--- config.mk ---
export PLATFORM = sky130hd
export DESIGN_NAME = mux_stream_deframer_core
export DESIGN_NICKNAME = d
export VERILOG_FILES = /design/src/hdl/msd_pkg.sv /design/src/hdl/msd_parser.sv /design/src/hdl/mux_stream_deframer_core.sv
export VERILOG_INCLUDE_DIRS = /design/src /design/src/hdl
export SDC_FILE = /design/constraint.sdc
export NUM_CORES = 1
export LEC_CHECK = 0
export BUFFER_PORTS_ARGS = -buffer_cell sky130_fd_sc_hd__buf_4
export CAP_MARGIN = 20
export CORE_ASPECT_RATIO = 0.7
export CORE_UTILIZATION = 30
export CTS_BUF_LIST = sky130_fd_sc_hd__clkbuf_2
export CTS_CLUSTER_SIZE = 12
export DETAILED_ROUTE_END_ITERATION = 8
export GPL_ROUTABILITY_DRIVEN = 0
export HOLD_SLACK_MARGIN = 0.06
export PLACE_DENSITY_LB_ADDON = 0.08
export RECOVER_POWER = 25
export SYNTH_ARGS = -nofsm -noshare
export SYNTH_HDL_FRONTEND = slang
export SYNTH_SLANG_ARGS = --single-unit
--- constraint.sdc ---
create_clock -name clk -period 2.8 [get_ports clk]
set_input_delay 0.28 -clock clk [delete_from_list [all_inputs] [get_ports clk]]
set_output_delay 0.28 -clock clk [all_outputs]
set_load 0.01 [all_outputs]
--- src/hdl/assert_macros.svh ---
// assertion helpers for the rtl files, included by mux_stream_deframer_core
`ifndef ASSERT_MACROS_SVH
`define ASSERT_MACROS_SVH

// same-cycle implication, disabled while reset is asserted
`define ASSERT_IMPLIES(label, clk, rst_n, pre, post, msg) \
	label: assert property (@(posedge clk) disable iff (!(rst_n)) (pre) |-> (post)) \
		else $error(msg);

// next-cycle implication, disabled while reset is asserted
`define ASSERT_NEXT(label, clk, rst_n, pre, post, msg) \
	label: assert property (@(posedge clk) disable iff (!(rst_n)) (pre) |=> (post)) \
		else $error(msg);

`endif

--- src/hdl/msd_pkg.sv ---
`timescale 1ns / 1ps
`default_nettype none

package msd_pkg;

	// header constants
	localparam logic [15:0] MAGIC_WORD = 16'h33fc;
	localparam logic [7:0]  CMD_DATA   = 8'h00;
	localparam logic [7:0]  CMD_OPEN   = 8'h01;
	localparam logic [7:0]  CMD_CLOSE  = 8'h02;

	// result kinds
	localparam logic [2:0] KIND_DATA        = 3'd0;
	localparam logic [2:0] KIND_EMPTY       = 3'd1;
	localparam logic [2:0] KIND_STATUS      = 3'd2;
	localparam logic [2:0] KIND_BAD_MAGIC   = 3'd3;
	localparam logic [2:0] KIND_BAD_CHANNEL = 3'd4;

	// one received word
	typedef struct packed {
		logic [7:0] rx_byte;
		logic       chunk_end;
	} item_t;

	// one result word
	typedef struct packed {
		logic [2:0] kind;
		logic [2:0] channel;
		logic [7:0] payload_byte;
		logic       packet_last;
		logic [7:0] remote_open_mask;
	} result_t;

endpackage

`default_nettype wire

--- src/hdl/msd_parser.sv ---
`timescale 1ns / 1ps
`default_nettype none

module msd_parser #(
	parameter int CHANNELS = 8
) (
	input  wire logic            clk,
	input  wire logic            arst_n,
	input  wire logic            item_valid,
	input  wire msd_pkg::item_t  item,
	output logic                 item_ready,
	input  wire logic [7:0]      local_mask,
	output logic                 res_valid,
	output msd_pkg::result_t     res,
	input  wire logic            res_ready
);

	typedef enum logic [1:0] {
		PH_HEADER,
		PH_PAYLOAD,
		PH_PAD,
		PH_DISCARD
	} phase_t;

	phase_t           phase_q, phase_d;
	logic [2:0]       hcount_q;
	logic [55:0]      hdr_q;
	logic [15:0]      bytes_left_q, bytes_left_d;
	logic [7:0]       pad_left_q, pad_left_d;
	logic [2:0]       chan_q, chan_d;
	logic             deliver_q, deliver_d;
	logic [7:0]       remote_q, remote_d;
	logic             emit;
	msd_pkg::result_t res_d;
	logic             fire;

	// header fields, the last byte arrives with the incoming word
	logic [15:0] magic;
	logic [7:0]  cmd;
	logic [7:0]  pad;
	logic [7:0]  ch;
	logic [15:0] len;
	logic        ch_ok;
	logic        ch_open;
	logic [15:0] bl_dec;
	logic [7:0]  pad_dec;

	assign magic   = hdr_q[15:0];
	assign cmd     = hdr_q[31:24];
	assign pad     = hdr_q[39:32];
	assign ch      = hdr_q[47:40];
	assign len     = {item.rx_byte, hdr_q[55:48]};
	assign ch_ok   = ch < 8'(CHANNELS);
	assign ch_open = ch_ok && local_mask[ch[2:0]];
	assign bl_dec  = bytes_left_q - 16'd1;
	assign pad_dec = pad_left_q - 8'd1;

	// the result slot frees when empty or being taken
	assign item_ready = !res_valid || res_ready;
	assign fire       = item_valid && item_ready;

	// next state and result for one word
	always_comb begin
		phase_d      = phase_q;
		bytes_left_d = bytes_left_q;
		pad_left_d   = pad_left_q;
		chan_d       = chan_q;
		deliver_d    = deliver_q;
		remote_d     = remote_q;
		emit         = 1'b0;
		res_d        = '0;
		unique case (phase_q)
			PH_PAYLOAD: begin
				bytes_left_d = bl_dec;
				if (bl_dec == 16'd0) begin
					phase_d = (pad_left_q != 8'd0) ? PH_PAD : PH_HEADER;
				end
				if (deliver_q) begin
					emit               = 1'b1;
					res_d.kind         = msd_pkg::KIND_DATA;
					res_d.channel      = chan_q;
					res_d.payload_byte = item.rx_byte;
					res_d.packet_last  = (bl_dec == 16'd0);
				end
			end
			PH_PAD: begin
				pad_left_d = pad_dec;
				if (pad_dec == 8'd0) begin
					phase_d = PH_HEADER;
				end
			end
			PH_DISCARD: begin
				if (item.chunk_end) begin
					phase_d = PH_HEADER;
				end
			end
			PH_HEADER: begin
				if (hcount_q == 3'd7) begin
					if (magic != msd_pkg::MAGIC_WORD) begin
						emit       = 1'b1;
						res_d.kind = msd_pkg::KIND_BAD_MAGIC;
						if (!item.chunk_end) begin
							phase_d = PH_DISCARD;
						end
					end else if (cmd == msd_pkg::CMD_DATA) begin
						chan_d       = ch[2:0];
						bytes_left_d = len;
						pad_left_d   = pad;
						deliver_d    = ch_open;
						if (len != 16'd0) begin
							phase_d = PH_PAYLOAD;
						end else if (pad != 8'd0) begin
							phase_d = PH_PAD;
						end
						if (!ch_ok) begin
							emit          = 1'b1;
							res_d.kind    = msd_pkg::KIND_BAD_CHANNEL;
							res_d.channel = ch[2:0];
						end else if (len == 16'd0 && ch_open) begin
							emit          = 1'b1;
							res_d.kind    = msd_pkg::KIND_EMPTY;
							res_d.channel = ch[2:0];
						end
					end else if (cmd == msd_pkg::CMD_OPEN || cmd == msd_pkg::CMD_CLOSE) begin
						chan_d        = ch[2:0];
						emit          = 1'b1;
						res_d.channel = ch[2:0];
						if (!ch_ok) begin
							res_d.kind = msd_pkg::KIND_BAD_CHANNEL;
						end else begin
							res_d.kind = msd_pkg::KIND_STATUS;
							if (cmd == msd_pkg::CMD_OPEN) begin
								remote_d = remote_q | (8'b1 << ch[2:0]);
							end else begin
								remote_d = remote_q & ~(8'b1 << ch[2:0]);
							end
						end
					end
				end
			end
			default: begin
				phase_d = PH_HEADER;
			end
		endcase
		res_d.remote_open_mask = remote_d;
	end

	// parser state and result register
	always_ff @(posedge clk or negedge arst_n) begin
		if (!arst_n) begin
			phase_q      <= PH_HEADER;
			hcount_q     <= 3'd0;
			hdr_q        <= '0;
			bytes_left_q <= 16'd0;
			pad_left_q   <= 8'd0;
			chan_q       <= 3'd0;
			deliver_q    <= 1'b0;
			remote_q     <= 8'd0;
			res_valid    <= 1'b0;
			res          <= '0;
		end else begin
			if (fire) begin
				phase_q      <= phase_d;
				bytes_left_q <= bytes_left_d;
				pad_left_q   <= pad_left_d;
				chan_q       <= chan_d;
				deliver_q    <= deliver_d;
				remote_q     <= remote_d;
				if (phase_q == PH_HEADER) begin
					hcount_q <= hcount_q + 3'd1;
					if (hcount_q != 3'd7) begin
						hdr_q[{hcount_q, 3'b000} +: 8] <= item.rx_byte;
					end
				end
			end
			if (fire && emit) begin
				res_valid <= 1'b1;
				res       <= res_d;
			end else if (res_ready) begin
				res_valid <= 1'b0;
			end
		end
	end

endmodule

`default_nettype wire

--- src/hdl/mux_stream_deframer_core.sv ---
// an accepted word passes the input register, then the parser result register
// throughput: one word per cycle via the single parser pass, unless out_ready stalls
// words that give no result still take their pass through the parser
// reset: arst_n is asynchronous, active low; clears parser state, remote bits and the open mask
`timescale 1ns / 1ps
`default_nettype none
`include "assert_macros.svh"

module mux_stream_deframer_core #(
	parameter int CHANNELS = 8
) (
	input  wire logic       clk,
	input  wire logic       arst_n,
	input  wire logic       in_valid,
	output logic            in_ready,
	input  wire logic [7:0] rx_byte,
	input  wire logic       chunk_end,
	output logic            out_valid,
	input  wire logic       out_ready,
	output logic [2:0]      kind,
	output logic [2:0]      channel,
	output logic [7:0]      payload_byte,
	output logic            packet_last,
	output logic [7:0]      remote_open_mask,
	input  wire logic       cfg_valid,
	output logic            cfg_ready,
	input  wire logic [7:0] local_open_mask
);

	logic             valid_s1;
	msd_pkg::item_t   item_s1;
	logic             prs_ready;
	logic [7:0]       mask_q;
	msd_pkg::result_t res;

	// open mask register, always ready
	assign cfg_ready = 1'b1;

	always_ff @(posedge clk or negedge arst_n) begin
		if (!arst_n) begin
			mask_q <= 8'd0;
		end else if (cfg_valid) begin
			mask_q <= local_open_mask;
		end
	end

	// input register stage
	assign in_ready = !valid_s1 || prs_ready;

	always_ff @(posedge clk or negedge arst_n) begin
		if (!arst_n) begin
			valid_s1 <= 1'b0;
		end else if (in_ready) begin
			valid_s1 <= in_valid;
		end
	end

	always_ff @(posedge clk) begin
		if (in_valid && in_ready) begin
			item_s1.rx_byte   <= rx_byte;
			item_s1.chunk_end <= chunk_end;
		end
	end

	msd_parser #(
		.CHANNELS(CHANNELS)
	) u_parser (
		.clk       (clk),
		.arst_n    (arst_n),
		.item_valid(valid_s1),
		.item      (item_s1),
		.item_ready(prs_ready),
		.local_mask(mask_q),
		.res_valid (out_valid),
		.res       (res),
		.res_ready (out_ready)
	);

	assign kind             = res.kind;
	assign channel          = res.channel;
	assign payload_byte     = res.payload_byte;
	assign packet_last      = res.packet_last;
	assign remote_open_mask = res.remote_open_mask;

	// checks
	`ASSERT_IMPLIES(a_nondata_clean, clk, arst_n,
		out_valid && kind != msd_pkg::KIND_DATA, payload_byte == 8'd0 && packet_last == 1'b0,
		"non-data word carries payload")
	`ASSERT_IMPLIES(a_bad_magic_chan, clk, arst_n,
		out_valid && kind == msd_pkg::KIND_BAD_MAGIC, channel == 3'd0,
		"bad magic word with nonzero channel")
	`ASSERT_NEXT(a_s1_hold, clk, arst_n,
		valid_s1 && !prs_ready, valid_s1 && $stable(item_s1),
		"stalled input stage lost its word")

endmodule

`default_nettype wire
==> run metrics, run 1 <==
final clock period utilization by the worst path between 90% and 100%; CTS sink count 131; finished layout cell area approximately 8000 sq um; total negative slack 0 ns; kind of critical path flip-flop to flip-flop; drt wl/cell about 18 um; total wire length approximately 19000 um; Final Hold Violating Endpoints 0; Worst Min Path Start rx_byte[4]; layout overhead on the synthesized area 18.4%; launching element of the worst setup path u_parser.hdr_q[14]$_DFFE_PN0P_; Global Route Usage Sum around 17%; number of synthesized flops with an enable pin 9; Final Net Count approximately 790; per-instance average area after synthesis 10.0 sq um; maximum clock insertion buffer count 2; buffer type at the clock tree root clkbuf_2; Vias about 5400; Die Y roughly 130 um; half-perimeter wire length after placement 13300 um; ratio of cells with drive above 1 in the final layout 22.4%; row count 45; count of synthesis-stage warnings from yosys 0; Core ar. ~22000 sq um; library cell contributing the largest single delay on the critical path nor4_4; area used by multi-input combinational logic roughly 3200 sq um; starting density of the core ~31%; ratio of routed vias to standard cells roughly 5.1; number of buffers added by the clock tree synthesis step 17; maximum capacitance violations 0; unrepaired setup endpoints after global routing false; Critical path destination u_parser.res[5]$_DFFE_PN0P_; number of violations reported at the end of detailed-routing iteration 0 between 300 and 400; CTS tree yes; required time worst endpoint about 3.4 ns; number of routed nets with antenna violations 0; number of pins exceeding their max-slew limit in the final report 0; antenna violations before repair 1; PortBufs 46; kind of end point of the critical path flip-flop; transition time at the pin with the least slew margin between 1 and 1.5 ns; ordered cell list for the critical path nand4bb_1 -> nor4_4 -> nand2_1 -> o31ai_4 -> buf_12 -> mux2_2; postcts setup bufs 0; top-level port count 48; end of the worst register-to-register path u_parser.res[5]$_DFFE_PN0P_; worst min-delay path class input pin to flip-flop; worst vdd ir about 0.00025 V; number of cells on the worst reg-to-reg path 6; syn nets between 700 and 800; Gate Count Post-Synth between 600 and 700; leading cell type in the layout, fill and taps excluded dfrtp_1; Leak Pwr approximately 3.6 nW; power per cell area between 700 and 800 nW/um^2; post-synthesis sequential element count 131; maximum number of pins on one net before global-route repair 55; count of final setup violators 0; arrival time of data at the critical path endpoint about 3.2 ns; CTS H-tree depth 4; total grt overflow 0; worst-skew pair later-pin latency 0.73 ns; worst-path maximum fanout 24; fraction of registers with async set or reset after synthesis 93.1%; global-route wire length before repair ~30000 um; result of the run finished, final reports clean; leading cell types in the layout, fill and taps excluded dfrtp_1 (122), nand2_1 (94), buf_4 (67); Max transition margin 6.26%; FF-to-FF Start u_parser.hdr_q[14]$_DFFE_PN0P_; register clock-pin slew on the reported worst setup and hold paths about 0.21 ns; cell area after synthesis roughly 6800 sq um; Seq/Total Area, Yosys 48.9%; Synth cell types slightly below 80; Crit path largest cell delay 0.52 ns; count of TritonRoute iterations in the first routing pass 5; Final Critical Period around 2.5 ns; area of placed instances 7540 sq um; horizontal die dimension 182 um; fillcell total about 2200; prevailing post-synth register cell dfrtp_1; worst reg2reg setup slack ~0.26 ns; f_max roughly 390 MHz; vias in the first global route ~5200; skew final roughly 0.048 ns; area occupied by registers about 3300 sq um; category of the worst setup path launch point flip-flop; DRC violation count after routing 0; Total Die Area approximately 23000 sq um
final cells by class:
cell class / instances / area share [%]
clock inverter: 15 / 1.62
antenna: 2 / 0.0622
tap: 282 / 4.38
timing repair buffer: 110 / 11.2
clock buffer: 17 / 1.06
multi-input combinational: 479 / 39.5
sequential: 131 / 41.3
inverter: 19 / 0.886
power breakdown:
group	switching [mW]	total, mW	leakage, nW	internal, mW
Combinational	1.22	2.11	1.72	0.892
Clock	0.793	1.12	0.129	0.326
Sequential	0.417	2.68	1.71	2.26
Total	2.43	5.91	3.56	3.48
worst max-delay path: cells and delay by family, from the launching register on:
kind,cells,cell delay [ns]
AOI/OAI and AO/OA,1,0.50
buffers and inverters,1,0.24
and+or+nand+nor,3,0.93
DFF,1,0.42
muxes,1,0.34
how the worst min path moves through the flow:
| stage | to | slack [ns] | cells after the start |
|---|---|---|---|
| finish | item_s1[5]$_DFFE_PP_ | 0.29 | 2 |
| global route | item_s1[0]$_DFFE_PP_ | 0.15 | 2 |
| CTS | item_s1[5]$_DFFE_PP_ | 0.15 | 2 |
| detailed placement | u_parser.res[6]$_DFFE_PN0P_ | 0.33 | 1 |
| global placement | u_parser.res[21]$_DFFE_PN0P_ | 0.33 | 1 |
| floorplan | mask_q[0]$_DFFE_PN0P_ | -0.02 | 0 |
per-layer routing:
layer / share of wire (%) / global-route usage [%] / wire length [um] / vias to the layer above
met5: 0 / 0 / 0 / -
met4: 0.78 / 4.35 / 144 / 0
met3: 4.4 / 3.81 / 821 / 9
met2: 40 / 23.3 / 7500 / 109
met1: 54 / 26.1 / 10100 / 2643
li1: - / - / - / 2603
cells by family after synthesis:
kind of cell	Yosys count	synth area share (%)
compound gates	161	15.3
buf+inv	67	4.45
other cells	1	0.0551
fa+ha+maj	12	2.21
flops	131	48.9
simple gates	245	19.7
mux	53	8.59
xor+xnor	7	0.901
per-stage QoR:
step	utilization (%)	setup slack, ns	hold slack [ns]	std cells	power (mW)
after detailed placement	34.3	0.229	0.335	990	4.78
after global routing	36.7	0.0722	0.151	1054	6.36
after global placement	34.3	0.227	0.325	990	4.74
final	36.7	0.264	0.290	1055	5.91
after CTS	36.8	0.190	0.155	1053	5.97
after floorplan	-	0.500	-0.0156	677	4.11
Yosys cell counts, types with 11 or more instances:
cell type  count  area, sq um
inv_1         19         71.3
nand3_1       13         65.1
clkbuf_1      25         93.8
o21ai_1       36          180
mux2_2        41          462
nor3_1        17         85.1
nand2_1       94          353
nor2_1        45          169
ha_1          12          150
o21ai_0       29          145
dfrtp_1      122         3050
buf_2         11         55.1
a21oi_1       28          140
registers in the layout, summed over array words and instances, names as in the netlist:
signal and flops:
u_parser.hcount_q 3, u_parser.res_valid 1, u_parser.deliver_q 1, u_parser.pad_left_q 8
u_parser.hdr_q 48, u_parser.remote_q 8, u_parser.phase_q 2, mask_q 8
valid_s1 1, u_parser.res 23, u_parser.chan_q 3, u_parser.bytes_left_q 16
item_s1 9
repair_timing:
action,4_1_cts,5_1_grt
gates resized for setup,0,1
hold buffers,31,0
hold endpoints to repair,141,0
endpoints found under the setup margin,0,2
No activity file was read; power rests on OpenSTA's default activity.
==> run 2, diff against run 1 <==
--- a/config.mk
+++ b/config.mk
@@ -6,7 +6,7 @@
 export SDC_FILE = /design/constraint.sdc
 export NUM_CORES = 1
 export LEC_CHECK = 0
-export BUFFER_PORTS_ARGS = -buffer_cell sky130_fd_sc_hd__buf_4
+export BUFFER_PORTS_ARGS = -buffer_cell sky130_fd_sc_hd__buf_2
 export CAP_MARGIN = 20
 export CORE_ASPECT_RATIO = 0.7
 export CORE_UTILIZATION = 30
==> constraint.sdc (replaced) <==
create_clock -name clk -period 3 [get_ports clk]
set_input_delay 0.3 -clock clk [delete_from_list [all_inputs] [get_ports clk]]
set_output_delay 0.3 -clock clk [all_outputs]
set_load 0.01 [all_outputs]
==> run 2 against run 1 <==
  * Power decreased by 0.95%
  * Highest routed layer unchanged
  * Largest power group unchanged
  * The flow now finishes with violations (max-capacitance violations, max-slew violations)
  * Critical path type unchanged
  * Flip-flop and latch count is the same
  * First-iteration DRC count grew 4.8%
  * Critical path depth is 2 higher
==> run metrics, run 2 (synthesized netlist as in run 1, its figures left out) <==
maximum clock insertion buffer count 2 (unchanged); Die Y 128 um (unchanged); count of final setup violators 0 (unchanged); top-level port count 48 (unchanged); buffer type at the clock tree root clkbuf_2 (unchanged); worst setup timing slack at the placement stage 0.280 ns (was 0.229 ns); CTS sink count 131 (unchanged); maximum capacitance violations 3 (was 0); number of violations reported at the end of detailed-routing iteration 0 371 (was 354); maximum number of pins on one net before global-route repair 64 (was 55); vias in the first global route 5315 (was 5183); worst-path maximum fanout 13 (was 24); largest registers in the final layout u_parser.hdr_q (48), u_parser.res (23), u_parser.bytes_left_q (16) (unchanged); required time worst endpoint 3.65 ns (was 3.42 ns); count of TritonRoute iterations in the first routing pass 5 (unchanged); row count 45 (unchanged); final clock period utilization by the worst path 91.5% (was 90.6%); Final Net Count 791 (was 792); register clock-pin slew on the reported worst setup and hold paths 0.23 ns (was 0.21 ns); postcts setup bufs 0 (unchanged); transition time at the pin with the least slew margin 1.79 ns (was 1.41 ns); global-route wire length before repair 30300 um (was 29800 um); post-CTS resize count 0 (unchanged); leading cell types in the layout, fill and taps excluded dfrtp_1 (122), nand2_1 (94), nor2_1 (45), buf_2 (45), mux2_2 (41) (was dfrtp_1 (122), nand2_1 (94), buf_4 (67)); antenna violations before repair 1 (unchanged); ratio of cells with drive above 1 in the final layout 22.1% (was 22.4%); leading cell type in the layout, fill and taps excluded dfrtp_1 (unchanged); total wire length 18700 um (was 18500 um); horizontal die dimension 182 um (unchanged); number of routed nets with antenna violations 0 (unchanged); Final Hold Violating Endpoints 0 (unchanged); flip-flop count of the largest register, all copies and words added 48 (unchanged); Core ar. 22000 sq um (unchanged); CTS tree yes (unchanged); total negative slack 0 ns (unchanged); worst vdd ir 0.000235 V (was 0.000246 V); result of the run finished with violations (was finished, final reports clean); kind of critical path flip-flop to flip-flop (unchanged); number of pins exceeding their max-slew limit in the final report 124 (was 0); violations in the final reports max-capacitance violations, max-slew violations; layout overhead on the synthesized area 17.8% (was 18.4%); Leak Pwr 3.58 nW (was 3.56 nW); DRC violation count after routing 0 (unchanged); arrival time of data at the critical path endpoint 3.40 ns (was 3.15 ns); Vias 5421 (was 5364); starting density of the core 31.0% (unchanged); worst-skew pair later-pin latency 0.75 ns (was 0.73 ns); number of buffers added by the clock tree synthesis step 17 (unchanged); skew final 0.0320 ns (was 0.0479 ns); Final Critical Period 2.74 ns (was 2.54 ns); f_max 364 MHz (was 394 MHz); half-perimeter wire length after placement 13400 um (was 13300 um); Global Route Usage Sum 17.2% (was 16.9%); category of the worst setup path launch point flip-flop (unchanged); ratio of routed vias to standard cells 5.15 (was 5.08); kind of end point of the critical path flip-flop (unchanged); hold buffer count at CTS 31 (unchanged); Max transition margin -19.2% (was 6.26%); power per cell area 731 nW/um^2 (was 734 nW/um^2); worst min-delay path class input pin to flip-flop (unchanged); worst-case setup margin in the final layout 0.256 ns (was 0.264 ns); PortBufs 46 (unchanged); CTS H-tree depth 4 (unchanged); drt wl/cell 17.8 um (was 17.6 um); unrepaired setup endpoints after global routing false (unchanged); Total Die Area 23300 sq um (unchanged); total grt overflow 0 (unchanged); register bank with the most flops u_parser.hdr_q (unchanged)
-- run 2: cell types whose count changed in the layout (fill, tap and decap cells not counted), sizes merged --
cell	delta
clkinvlp	-1
clkbuf	-7
buf	+7
clkinv	-4
diode	-1
bufinv	+4
-- run 2: final cells by class --
| cell class | instances | area, sq um |
|---|---|---|
| timing repair buffer | 109 | 774 |
| sequential | 131 | 3320 |
| antenna | 1 | 2.50 |
| multi-input combinational | 479 | 3180 |
| inverter | 19 | 71.3 |
| clock inverter | 14 | 224 |
| clock buffer | 18 | 90.1 |
| tap | 282 | 353 |
| fill | 2230 | 13900 |
-- run 2: per-layer routing --
metal,up-vias,global-route usage [%],share of wire [%]
li1,2601,-,-
met1,2671,26.4,54
met2,133,23.8,40
met3,16,3.78,4.3
met4,0,4.65,1.2
met5,-,0,0
-- run 2: final timing paths --
| kind | slack [ns] | cells after the start | start | end |
|---|---|---|---|---|
| max in group asynchronous | 0.58 | 4 | arst_n | u_parser.hdr_q[24]$_DFFE_PN0P_ |
| hold reg to reg | 0.51 | 2 | u_parser.hdr_q[9]$_DFFE_PN0P_ | u_parser.hdr_q[9]$_DFFE_PN0P_ |
| setup reg to reg | 0.26 | 8 | u_parser.hcount_q[0]$_DFFE_PN0P_ | u_parser.res[22]$_DFFE_PN0P_ |
| setup / recovery | 0.26 | 8 | u_parser.hcount_q[0]$_DFFE_PN0P_ | u_parser.res[22]$_DFFE_PN0P_ |
| min in group asynchronous | 1.25 | 4 | arst_n | mask_q[3]$_DFFE_PN0P_ |
| hold / removal | 0.24 | 2 | rx_byte[7] | item_s1[8]$_DFFE_PP_ |
-- run 2: stage by stage --
step	total power [mW]	utilization [%]	instances	hold slack, ns	area (sq um)
after detailed placement	4.45	33.7	988	0.288	7400
after floorplan	3.83	-	677	0.00441	6800
final	5.86	36.5	1053	0.237	8020
after CTS	5.91	36.6	1051	0.145	8040
after global placement	4.42	33.7	988	0.287	7400
after global routing	6.29	36.5	1053	0.157	8020
-- run 2: critical path, stage by stage (launching register included) --
cell,delay (ns)
dfrtp_1,0.54
ha_1,0.21
ha_1,0.38
a21oi_1,0.12
a311oi_1,0.50
o31ai_4,0.29
buf_8,0.23
buf_4,0.18
o31ai_2,0.20
-- run 2: power by group --
group / switching [mW] / internal, mW
registers: 0.391 / 2.11
clock network: 0.745 / 0.649
logic: 1.14 / 0.815
